[src/rtl/alfs_pkg.sv]
// Shared types, codes and helpers for the addressable LED frame sender.
`timescale 1ns / 1ps

package alfs_pkg;

  // Field widths fixed by the item format.
  localparam int unsigned ColorW = 24;
  localparam int unsigned IndexW = 8;
  localparam int unsigned TicksW = 16;
  localparam int unsigned PixCfgW = 9;
  localparam int unsigned CfgIdxW = 3;
  localparam int unsigned CfgDataW = 16;

  // Item action codes.
  typedef enum logic [1:0] {
    ACT_WRITE = 2'd0,
    ACT_SHOW  = 2'd1,
    ACT_LATCH = 2'd2,
    ACT_TICK  = 2'd3
  } alfs_action_e;

  // Configuration register indexes.
  localparam logic [CfgIdxW-1:0] CFG_ZERO_HIGH = 3'd0;
  localparam logic [CfgIdxW-1:0] CFG_ZERO_LOW  = 3'd1;
  localparam logic [CfgIdxW-1:0] CFG_ONE_HIGH  = 3'd2;
  localparam logic [CfgIdxW-1:0] CFG_ONE_LOW   = 3'd3;
  localparam logic [CfgIdxW-1:0] CFG_LATCH_LOW = 3'd4;
  localparam logic [CfgIdxW-1:0] CFG_PIXELS    = 3'd5;

  // One result transaction.
  typedef struct packed {
    logic line_level;
    logic busy_res;
    logic rejected;
  } alfs_result_t;

  // A duration of zero counts as one tick.
  function automatic logic [TicksW-1:0] at_least_one(input logic [TicksW-1:0] v);
    at_least_one = (v == '0) ? TicksW'(1) : v;
  endfunction

endpackage

[src/rtl/alfs_out_buffer.sv]
// Two-entry result buffer that decouples the result channel from the input channel.
`timescale 1ns / 1ps

module alfs_out_buffer (
  input  logic                   clk_i,
  input  logic                   rst_ni,
  input  logic                   push_i,
  input  alfs_pkg::alfs_result_t push_data_i,
  output logic                   full_o,
  output logic                   out_valid_o,
  input  logic                   out_ready_i,
  output alfs_pkg::alfs_result_t out_data_o
);
  import alfs_pkg::*;

  alfs_result_t ent_q [2];
  alfs_result_t ent_d [2];
  logic [1:0]   cnt_q, cnt_d;
  logic         pop;

  assign pop = out_valid_o & out_ready_i;

  // Pop shifts the tail forward; push lands behind whatever remains.
  always_comb begin
    ent_d[0] = ent_q[0];
    ent_d[1] = ent_q[1];
    cnt_d    = cnt_q;
    if (pop) begin
      ent_d[0] = ent_q[1];
      cnt_d    = cnt_q - 2'd1;
    end
    if (push_i) begin
      ent_d[cnt_d[0]] = push_data_i;
      cnt_d           = cnt_d + 2'd1;
    end
  end

  always_ff @(posedge clk_i or negedge rst_ni) begin
    if (!rst_ni) begin
      cnt_q <= '0;
    end else begin
      cnt_q <= cnt_d;
    end
  end

  always_ff @(posedge clk_i) begin
    ent_q[0] <= ent_d[0];
    ent_q[1] <= ent_d[1];
  end

  assign full_o      = (cnt_q == 2'd2);
  assign out_valid_o = (cnt_q != 2'd0);
  assign out_data_o  = ent_q[0];

endmodule

[config.mk]
export PLATFORM = sky130hd
export DESIGN_NAME = alfs_out_buffer
export DESIGN_NICKNAME = d
export VERILOG_FILES = /design/src/rtl/alfs_pkg.sv /design/src/rtl/alfs_out_buffer.sv
export SDC_FILE = /design/constraint.sdc
export NUM_CORES = 1
export LEC_CHECK = 0
export BUFFER_PORTS_ARGS = -buffer_cell sky130_fd_sc_hd__buf_2
export CORE_AREA = 2 2 39 41
export DETAILED_ROUTE_END_ITERATION = 12
export DIE_AREA = 0 0 41 43
export PLACE_DENSITY_LB_ADDON = 0.25
export SYNTH_ARGS = -nofsm -noshare
export SYNTH_HDL_FRONTEND = slang
export SYNTH_SLANG_ARGS = --single-unit
[constraint.sdc]
create_clock -name clk_i -period 2.05 [get_ports clk_i]
set_input_delay 0.1025 -clock clk_i [delete_from_list [all_inputs] [get_ports clk_i]]
set_output_delay 0.1025 -clock clk_i [all_outputs]
set_load 0.1 [all_outputs]
# Yosys cells after proc, flatten, opt, wreduce, memory -nomap -nowiden
# Memory sizes are Yosys's and may differ from the RTL's.
# Cells that the tools add are included.
[totals] ff_bits=2 latch_bits=0 mem_bits_rw=6 rom_bits=0 input_bits=7 wordCells=18 memories=1
[memory_table] memory="ent_q" depth=2 word_bits=3 read_ports=2 rd_clocked_by_memory_dff=0 write_ports=2 line_no="alfs_out_buffer.sv:16" rtl="alfs_result_t ent_q [2];"
[classes] n_addsub=2 multipliers=0 div=0 order_cmp=2 eq_ne=1 shift=0 muxes=7 n_bitwise=2 n_reduce_logical=2
[op_table] cell="6-bit bitwise mux" n=1
[op_table] cell="3-bit 2-to-1 mux" n=2
[op_table] cell="6-bit 2-to-1 mux" n=1
[op_table] cell="2-bit 2-to-1 mux" n=2
[op_table] cell="3-bit demux with 1-bit select" n=1
[op_table] cell="2-bit by 1-bit adder with 2-bit output (second input constant)" n=1
[op_table] cell="2-bit equality test (second input constant)" n=1
[op_table] cell="2-bit greater-or-equal comparator (second input constant)" n=1
[op_table] cell="2-bit by 1-bit < comparator with 1-bit output (second input constant)" n=1
[op_table] cell="1-bit NOT with 2-bit output" n=1
[op_table] cell="2-bit nonzero test" n=1
[op_table] cell="2-bit by 1-bit subtractor with 2-bit output (second input constant)" n=1
[op_table] cell="1-bit AND" n=1
[op_table] cell="1-bit logical AND" n=1

# Logic depth before layout (Yosys ltp)
# Gate-level depths: netlist of the first run.
[depth] depth_word=10 ltp_mapped=6 ltp_nobuf=5

# Worst setup path before layout of the first run
# Ideal clock, no wire load.
[synth_timing] path_kind="register -> register" from="register cnt_q[0]" to="register (tool-made name)" setup_ns=0.303 arrival_ns=1.353 t_required_ns=1.747 path_slack_ns=0.394 path_stages_with_launch=6 period_less_slack_ns=1.656 cell_sequence="dfrtp_1 inv_1 ha_1 and2b_2 xnor2_1 ha_1"
[synth_lines] item="start: declaration" line_no="alfs_out_buffer.sv:18" rtl="logic [1:0] cnt_q, cnt_d;"
[synth_lines] item="start signal: assignment" line_no="alfs_out_buffer.sv:42" rtl="cnt_q <= cnt_d;"

==> results.toml, run 1 <==
[routing]
wire_per_inst_um = 12.00
drt_pre_antenna_iters = 3
postRouteWirelength_um = 948
routed-via-count = 395
drc_viols = 0
dr.first_iter.drc_count = 9
drt.antenna.violating_nets = 0
via_per_inst = 5.000

[cells_and_area]
post_layout_nonfiller_instances = 79
area_growth_pct = 15.72
antenna-diode-count = 0
finish.net_count = 74
drive_gt1_frac = 0.3333

[global_routing]
grt_start_max_net_pins = 15
grt_pass1_wl_um = 1573
grt_overflow = 0
antenna_violations_before_repair = 0
groute.usage.overall = 0.1364
first_global_vias = 341

[yosys]
synthesis.area_per_instance_sq_um = 9.985
synthTopCellsByCount = "a21oi_1, nand2b_1, o22ai_1"
yosys_warnings = 0
synth_compound_gate_area_share = 0.1720
synth.area.mux_share = 0.02948
async_flop_share = 0.2500
synth_cell_types = 21
ys_seq_elements = 8
postSynthCellCount = 51
synthSimpleGateAreaFrac = 0.2162
synth-xor-area-share = 0.01720
synth_ff_type = "edfxtp_1"
post_synthesis_net_count = 61
synth.top_cells.by_area = "edfxtp_1, dfxtp_1, dfrtp_1, ha_1, nand2b_1"
synth_edf_count = 3
yosys.area.top_type = "edfxtp_1"
synth_top_family_by_area = "simple AND/OR/NAND/NOR gates"
yosys.area.top_type_share = 0.1769
post_synth_fa_ha_maj_area_fraction = 0.07371
synth-seq-area-share = 0.3931
synth_area_sq_um = 509.2

[flow_run]
max_cap_viol_count = 0

[clocking]
cts.root.buffer_cell = "clkbuf_4"
number_of_buffers_added_for_setup_after_cts = 0
worst_setup_hold_path_clk_slew_ns = 0.06
h-tree-depth = 1
hold_buffers = 1
cts_sink_cnt = 8
clock_tree.buffer_depth = 2
numCtsBuffers = 3
ctsResizeCount = 0
worst_skew_pair.late_latency_ns = 0.25
cts_tree = "yes"

[placement]
io_buffers = 11
place.detailed.instances = 74
routabilityCongestion = 0.7222
place_worst_setup_slack_ns = 0.4105
post-dp-hpwl_um = 728.1

[critical_path]
timing.setup.critical_path_class = "register to register"
max_stage_delay_ns = 0.41
start_kind = "register"
worstPathBufferInverterCount = 1
crit_path_cell_trace = "inv_1, ha_1, and2b_2, xnor2_1, ha_1"
critical_path_required_ns = 2.01
critPathCaptureType = "register"
cell_type_of_the_slowest_stage_on_the_worst_timing_path = "dfrtp_1"
timing.critical_path.mode_cell = "ha_1"
worst-endpoint-arrival_ns = 1.60
dominant_delay_contributor_by_cell_family_on_the_critical_path = "adder cells"
critical_path_maximum_fanout = 7

[sta]
max_slew.worst_pin.slew_ns = 0.4857
max_slew_margin = 0.6784
min_period_over_period = 0.8032
report.final.setup_viol = 0
drv_slew = 0
timing.fmax_mhz = 607.3
setup-tns-final_ns = 0
holdWs_ns = 0.05344
timing.clock.skew_ns = 0.002490
final.setup.worst_slack_ns = 0.4034
period_minus_slack_ns = 1.647
report.final.hold_viol_count = 0
rsz0062_at_grt = "no"

[floorplan]
floorplan.die.height_um = 43
placeableCoreArea_sq_um = 1384
floorplan.rows = 14
floorplan.die_area_sq_um = 1763
initial_utilization = 0.3680
top_level_ports = 12
die_w_um = 41

[run_status]
outcome = "completed"

[worst_hold_path]
timing.hold.worst.class = "primary input to register"
## per-layer routing
layer / vias up / share of wire / wire length (um) / track usage
li1: 204 / - / - / -
met1: 181 / 0.52 / 492 / 0.2164
met2: 8 / 0.43 / 404 / 0.1500
met3: 2 / 0.041 / 39 / 0.04712
met4: 0 / 0.013 / 12 / 0.08000
met5: - / 0 / 0 / 0
## stage by stage
stage / util / cell area [sq um]
6_report: 0.4259 / 589.3
5_1_grt: 0.4259 / 589.3
4_1_cts: 0.4259 / 589.3
3_5_place_dp: 0.3996 / 553.0
3_3_place_gp: 0.3996 / 553.0
2_1_floorplan: - / 509.2
## placed cells by master (no fill, tap or decap), types with 2 or more instances in the layout
cell | synthesis | routed
buf_2 | 1 | 11
nand2b_1 | 6 | 6
a21oi_1 | 6 | 6
o22ai_1 | 4 | 4
inv_1 | 3 | 3
or2_0 | 3 | 3
o21ai_0 | 3 | 3
and4b_2 | 3 | 3
ha_1 | 3 | 3
edfxtp_1 | 3 | 3
clkbuf_4 | 0 | 3
dfxtp_1 | 3 | 3
dfrtp_1 | 2 | 2
## final timing paths
check	from	end	slack, ns	depth (start not counted)
setup / recovery	cnt_q[1]$_DFF_PN0_	register	0.40	5
hold / removal	push_data_i[2]	register	0.05	1
hold reg to reg	ent_q[0][0]$_DFF_P_	ent_q[0][0]$_DFF_P_	0.56	2
setup reg to reg	cnt_q[1]$_DFF_PN0_	register	0.40	5
max in group asynchronous	rst_ni	cnt_q[0]$_DFF_PN0_	1.80	2
min in group asynchronous	rst_ni	cnt_q[1]$_DFF_PN0_	0.16	2
## cells by family after synthesis
logic type,Yosys count
buffers and inverters,8
adder cells (fa/ha/maj),3
multiplexers,1
flip-flops,8
XOR/XNOR,1
AO/OA/AOI/OAI,15
AND/OR/NAND/NOR,15
## area by class of cell
cell class,instances,area [sq um]
multi-input cells,35,259.0
repair buffers,13,72.57
fillers,139,794.5
clock buffers,4,26.28
flip-flops and latches,8,200.2
well taps,16,20.02
inverters,3,11.26
## worst reg2reg max path: cells and delay by family (launching register included)
family | cells | cell delay [ns]
buffers and inverters | 1 | 0.07
flip-flops | 1 | 0.41
XOR/XNOR | 1 | 0.14
adder cells (fa/ha/maj) | 2 | 0.45
AND/OR/NAND/NOR | 1 | 0.28
Power of run 1 is not shown: default switching activity piles up to over one toggle a cycle in this logic, so the estimate is an artifact.
==> run 2, diff against run 1 <==
==> constraint.sdc (replaced) <==
create_clock -name clk_i -period 1.5 [get_ports clk_i]
set_input_delay 0.075 -clock clk_i [delete_from_list [all_inputs] [get_ports clk_i]]
set_output_delay 0.075 -clock clk_i [all_outputs]
set_load 0.1 [all_outputs]
==> run 2 against run 1 <==
Effect of this change:
- final cell count rose by 6.3%
- register-to-register slack got worse by 0.40 ns
- via count increased by 6.3%
- sequential cell count is the same
- worst setup slack got worse by 0.40 ns
==> results.toml, run 2 (synthesized netlist as in run 1, its figures left out) <==
[routing]
drc_viols = 0
drt.antenna.violating_nets = 0
dr.first_iter.drc_count = 3
postRouteWirelength_um = 1081
via_per_inst = 5.000
routed-via-count = 420
wire_per_inst_um = 12.87
drt_pre_antenna_iters = 3

[floorplan]
floorplan.die_area_sq_um = 1763
floorplan.rows = 14
placeableCoreArea_sq_um = 1384
initial_utilization = 0.3680
floorplan.die.height_um = 43
die_w_um = 41
top_level_ports = 12

[sta]
drv_slew = 0
rsz0062_at_grt = "yes"
timing.clock.skew_ns = 0.005787
period_minus_slack_ns = 1.494
max_slew.worst_pin.slew_ns = 0.4834
min_period_over_period = 0.9961
report.final.hold_viol_count = 0
report.final.setup_viol = 0
max_slew_margin = 0.6800
timing.fmax_mhz = 669.3

[critical_path]
critical_path_maximum_fanout = 3
worst-endpoint-arrival_ns = 1.47
critical_path_required_ns = 1.47
start_kind = "register"
timing.setup.critical_path_class = "register to register"
critPathCaptureType = "register"

[cells_and_area]
post_layout_nonfiller_instances = 84
post-route-cell-area_sq_um = 679.4
fillCellCount = 129
drive_gt1_frac = 0.4559
mostFrequentLayoutCells = "buf_2, nand2b_1, a21oi_1, buf_4, o22ai_1"
finish.net_count = 79
antenna-diode-count = 0
layout.cells.most_common = "buf_2"
area_growth_pct = 33.42
layout.core_utilization = 0.4910

[clocking]
cts.root.buffer_cell = "clkbuf_4"
h-tree-depth = 1
worst_skew_pair.late_latency_ns = 0.26
numCtsBuffers = 3
cts_sink_cnt = 8
cts_tree = "yes"
clock_tree.buffer_depth = 2
worst_setup_hold_path_clk_slew_ns = 0.06

[global_routing]
grt_pass1_wl_um = 1856
groute.usage.overall = 0.1651
antenna_violations_before_repair = 0
grt_start_max_net_pins = 15
grt_overflow = 0
first_global_vias = 394

[placement]
post-dp-hpwl_um = 830.9
place.detailed.instances = 78
routabilityCongestion = 0.7428
post_dp_cell_area_sq_um = 628.1
io_buffers = 11

[flow_run]
max_cap_viol_count = 0

[worst_hold_path]
timing.hold.worst.class = "primary input to register"

[run_status]
outcome = "completed"
run 2: per-stage QoR:
stage / setup WS, ns / hold WS, ns / TNS, ns
6_report: 0.005855 / 0.01156 / 0
5_1_grt: -0.05052 / 0.01096 / -0.1357
4_1_cts: 0.01832 / 0.006077 / 0
3_5_place_dp: -0.001543 / -0.1380 / -0.004595
3_3_place_gp: 0.05291 / -0.1352 / 0
2_1_floorplan: -0.04424 / -0.2206 / -0.1327
run 2: layer usage:
layer | part of all wire | GRT usage | vias to the layer above
li1 | - | - | 213
met1 | 0.47 | 0.2252 | 190
met3 | 0.055 | 0.06283 | 4
met4 | 0.027 | 0.1000 | 0
met2 | 0.45 | 0.2125 | 13
met5 | 0 | 0 | -
run 2: area by class of cell:
type | count | area, sq um | area share
Timing Repair Buffer | 18 | 140.1 | 0.2063
Clock buffer | 4 | 26.28 | 0.03867
Tap cell | 16 | 20.02 | 0.02947
Inverter | 3 | 11.26 | 0.01657
Sequential cell | 8 | 200.2 | 0.2947
Multi-Input combinational cell | 35 | 281.5 | 0.4144
run 2: final timing paths:
check                               startpoint             endpoint  slack [ns]  depth (start not counted)
max in group asynchronous               rst_ni   cnt_q[0]$_DFF_PN0_        1.29                          2
max reg2reg                 cnt_q[0]$_DFF_PN0_             register       0.006                          5
max                         cnt_q[0]$_DFF_PN0_             register       0.006                          5
min reg2reg                ent_q[0][0]$_DFF_P_  ent_q[0][0]$_DFF_P_        0.55                          2
min in group asynchronous               rst_ni   cnt_q[1]$_DFF_PN0_        0.12                          2
min                             push_data_i[0]             register        0.01                          1
run 2: repair_timing:
action,4_1_cts,5_1_grt
hold endpoints to repair,2,0
gates resized for setup,1,1
setup endpoints to repair,3,3
hold buffers,1,0
buffers inserted,0,1
gates cloned,0,0
run 2: critical path, stage by stage, from the launching register on:
cell	delay, ns
dfrtp_1	0.38
inv_2	0.08
ha_4	0.13
and2b_2	0.24
xnor2_2	0.15
ha_2	0.22
Power of run 2 is left out for the same reason.
==> run 3, diff against run 2 <==
--- a/config.mk
+++ b/config.mk
@@ -5,10 +5,11 @@
 export SDC_FILE = /design/constraint.sdc
 export NUM_CORES = 1
 export LEC_CHECK = 0
-export BUFFER_PORTS_ARGS = -buffer_cell sky130_fd_sc_hd__buf_2
-export CORE_AREA = 2 2 39 41
+export CELL_PAD_IN_SITES_DETAIL_PLACEMENT = 0
+export CELL_PAD_IN_SITES_GLOBAL_PLACEMENT = 2
+export CORE_UTILIZATION = 31
 export DETAILED_ROUTE_END_ITERATION = 12
-export DIE_AREA = 0 0 41 43
+export DONT_BUFFER_PORTS = 1
 export PLACE_DENSITY_LB_ADDON = 0.25
 export SYNTH_ARGS = -nofsm -noshare
 export SYNTH_HDL_FRONTEND = slang
==> run 3 against run 2 <==
Effect of this change:
- largest cell class unchanged
- via count fell by 1.9%
- global-route usage fell by 1.3 points
- register-to-register slack improved by 0.04 ns
- clock skew fell by 0.0047 ns
- wire length rose by 5.8%
- utilization fell by 4.8 points
- critical path depth did not move
- critical path type unchanged
- maximum frequency rose by 2.8%
- first-iteration DRC count rose by 33%
==> results.toml, run 3 (synthesized netlist as in run 1, its figures left out) <==
[floorplan]
top_level_ports = 12
die_w_um = 42.53
placeableCoreArea_sq_um = 1524
floorplan.die.height_um = 42.53
initial_utilization = 0.3342
floorplan.die_area_sq_um = 1809
floorplan.rows = 14

[cells_and_area]
fillCellCount = 155
area_growth_pct = 32.68
area.sequential_sq_um = 200.2
multi_input_comb_area_sq_um = 292.8
drive_gt1_frac = 0.4154
layout.cells.most_common = "buf_4"
finish.net_count = 76
mostFrequentLayoutCells = "buf_4, nand2b_1, dlygate4sd3_1"
post-route-cell-area_sq_um = 675.6
antenna-diode-count = 0

[routing]
routed-wl-met2_um = 566
drt_pre_antenna_iters = 5
postRouteWirelength_um = 1144
via_per_inst = 5.086
wire_per_inst_um = 14.12
drc_viols = 0
highest_layer = "met3"
drt.antenna.violating_nets = 0
routed-via-count = 412
dr.first_iter.drc_count = 4
met3_wirelength_um = 51
met1Wirelength_um = 527

[worst_hold_path]
timing.hold.worst.class = "primary input to async pin"

[sta]
report.final.hold_viol_count = 0
rsz0062_at_grt = "yes"
final.setup.worst_slack_ns = 0.04676
report.final.setup_viol = 0
holdWs_ns = 0.04982
drv_slew = 0
period_minus_slack_ns = 1.453
min_period_over_period = 0.9688
setup-tns-final_ns = 0
max_slew_margin = 0.8132
max_slew.worst_pin.slew_ns = 0.2826
timing.fmax_mhz = 688.1
timing.clock.skew_ns = 0.001098

[critical_path]
critPathCaptureType = "register"
reg2regPathDepth = 5
critical_path_required_ns = 1.47
critical_path_maximum_fanout = 3
start_kind = "register"
timing.setup.critical_path_class = "register to register"
worst-endpoint-arrival_ns = 1.43

[run_status]
outcome = "completed"

[clocking]
h-tree-depth = 1
cts_tree = "yes"
clock_tree.buffer_depth = 2
numCtsBuffers = 3
cts_sink_cnt = 8
cts.root.buffer_cell = "clkbuf_4"
worst_skew_pair.late_latency_ns = 0.26
worst_setup_hold_path_clk_slew_ns = 0.06
number_of_buffers_added_for_setup_after_cts = 0

[placement]
post_dp_cell_area_sq_um = 580.6
place_worst_setup_slack_ns = 0.03187
io_buffers = 0
routabilityCongestion = 0.7863
post-dp-hpwl_um = 853.1

[global_routing]
grt_overflow = 0
grt_start_max_net_pins = 15
antenna_violations_before_repair = 0
grt_pass1_wl_um = 1980
first_global_vias = 435
groute.usage.overall = 0.1520

[flow_run]
max_cap_viol_count = 0
## run 3: cell count changes in the layout (fill, tap and decap cells not counted)
cell           before  now
dlygate4sd3_1       1    5
buf_4               6   10
a21oi_1             6    4
a21oi_2             0    2
buf_2               9    0
o21ai_0             3    1
o21ai_1             1    2
buf_12              2    0
o21ai_2             0    1
## run 3: final timing paths
kind,to,from,slack (ns)
max in group asynchronous,cnt_q[0]$_DFF_PN0_,rst_ni,1.32
hold / removal,cnt_q[1]$_DFF_PN0_,rst_ni,0.05
setup / recovery,register,cnt_q[0]$_DFF_PN0_,0.05
min in group clk_i,ent_q[0][0]$_DFF_P_,push_i,0.10
setup reg to reg,register,cnt_q[0]$_DFF_PN0_,0.05
hold reg to reg,ent_q[0][1]$_DFF_P_,ent_q[0][1]$_DFF_P_,0.56
## run 3: worst max-delay path, stage by stage, from the launching register on
cell	delay, ns
dfrtp_1	0.38
inv_2	0.08
ha_4	0.13
and2b_2	0.23
xnor2_2	0.12
ha_2	0.22
## run 3: area by class of cell
type	count	area share
clock buffers	4	0.03889
flip-flops and latches	8	0.2963
multi-input cells	35	0.4333
repair buffers	15	0.1852
well taps	16	0.02963
inverters	3	0.01667
## run 3: through the flow
step,cells,utilization
global route,81,0.4434
floorplan,51,-
finish,81,0.4434
detailed placement,72,0.3810
global placement,72,0.3810
CTS,81,0.4310
## run 3: routing by layer
metal	GRT usage	vias to the layer above
li1	-	208
met5	0	-
met3	0.03879	0
met4	0.09375	0
met2	0.2308	9
met1	0.1905	195
## run 3: timing repair
item / CTS / global route
hold endpoints to repair: 6 / 0
endpoints found under the setup margin: 0 / 7
hold buffers: 5 / 0
resized for setup: 0 / 7
Power of run 3 is left out for the same reason.
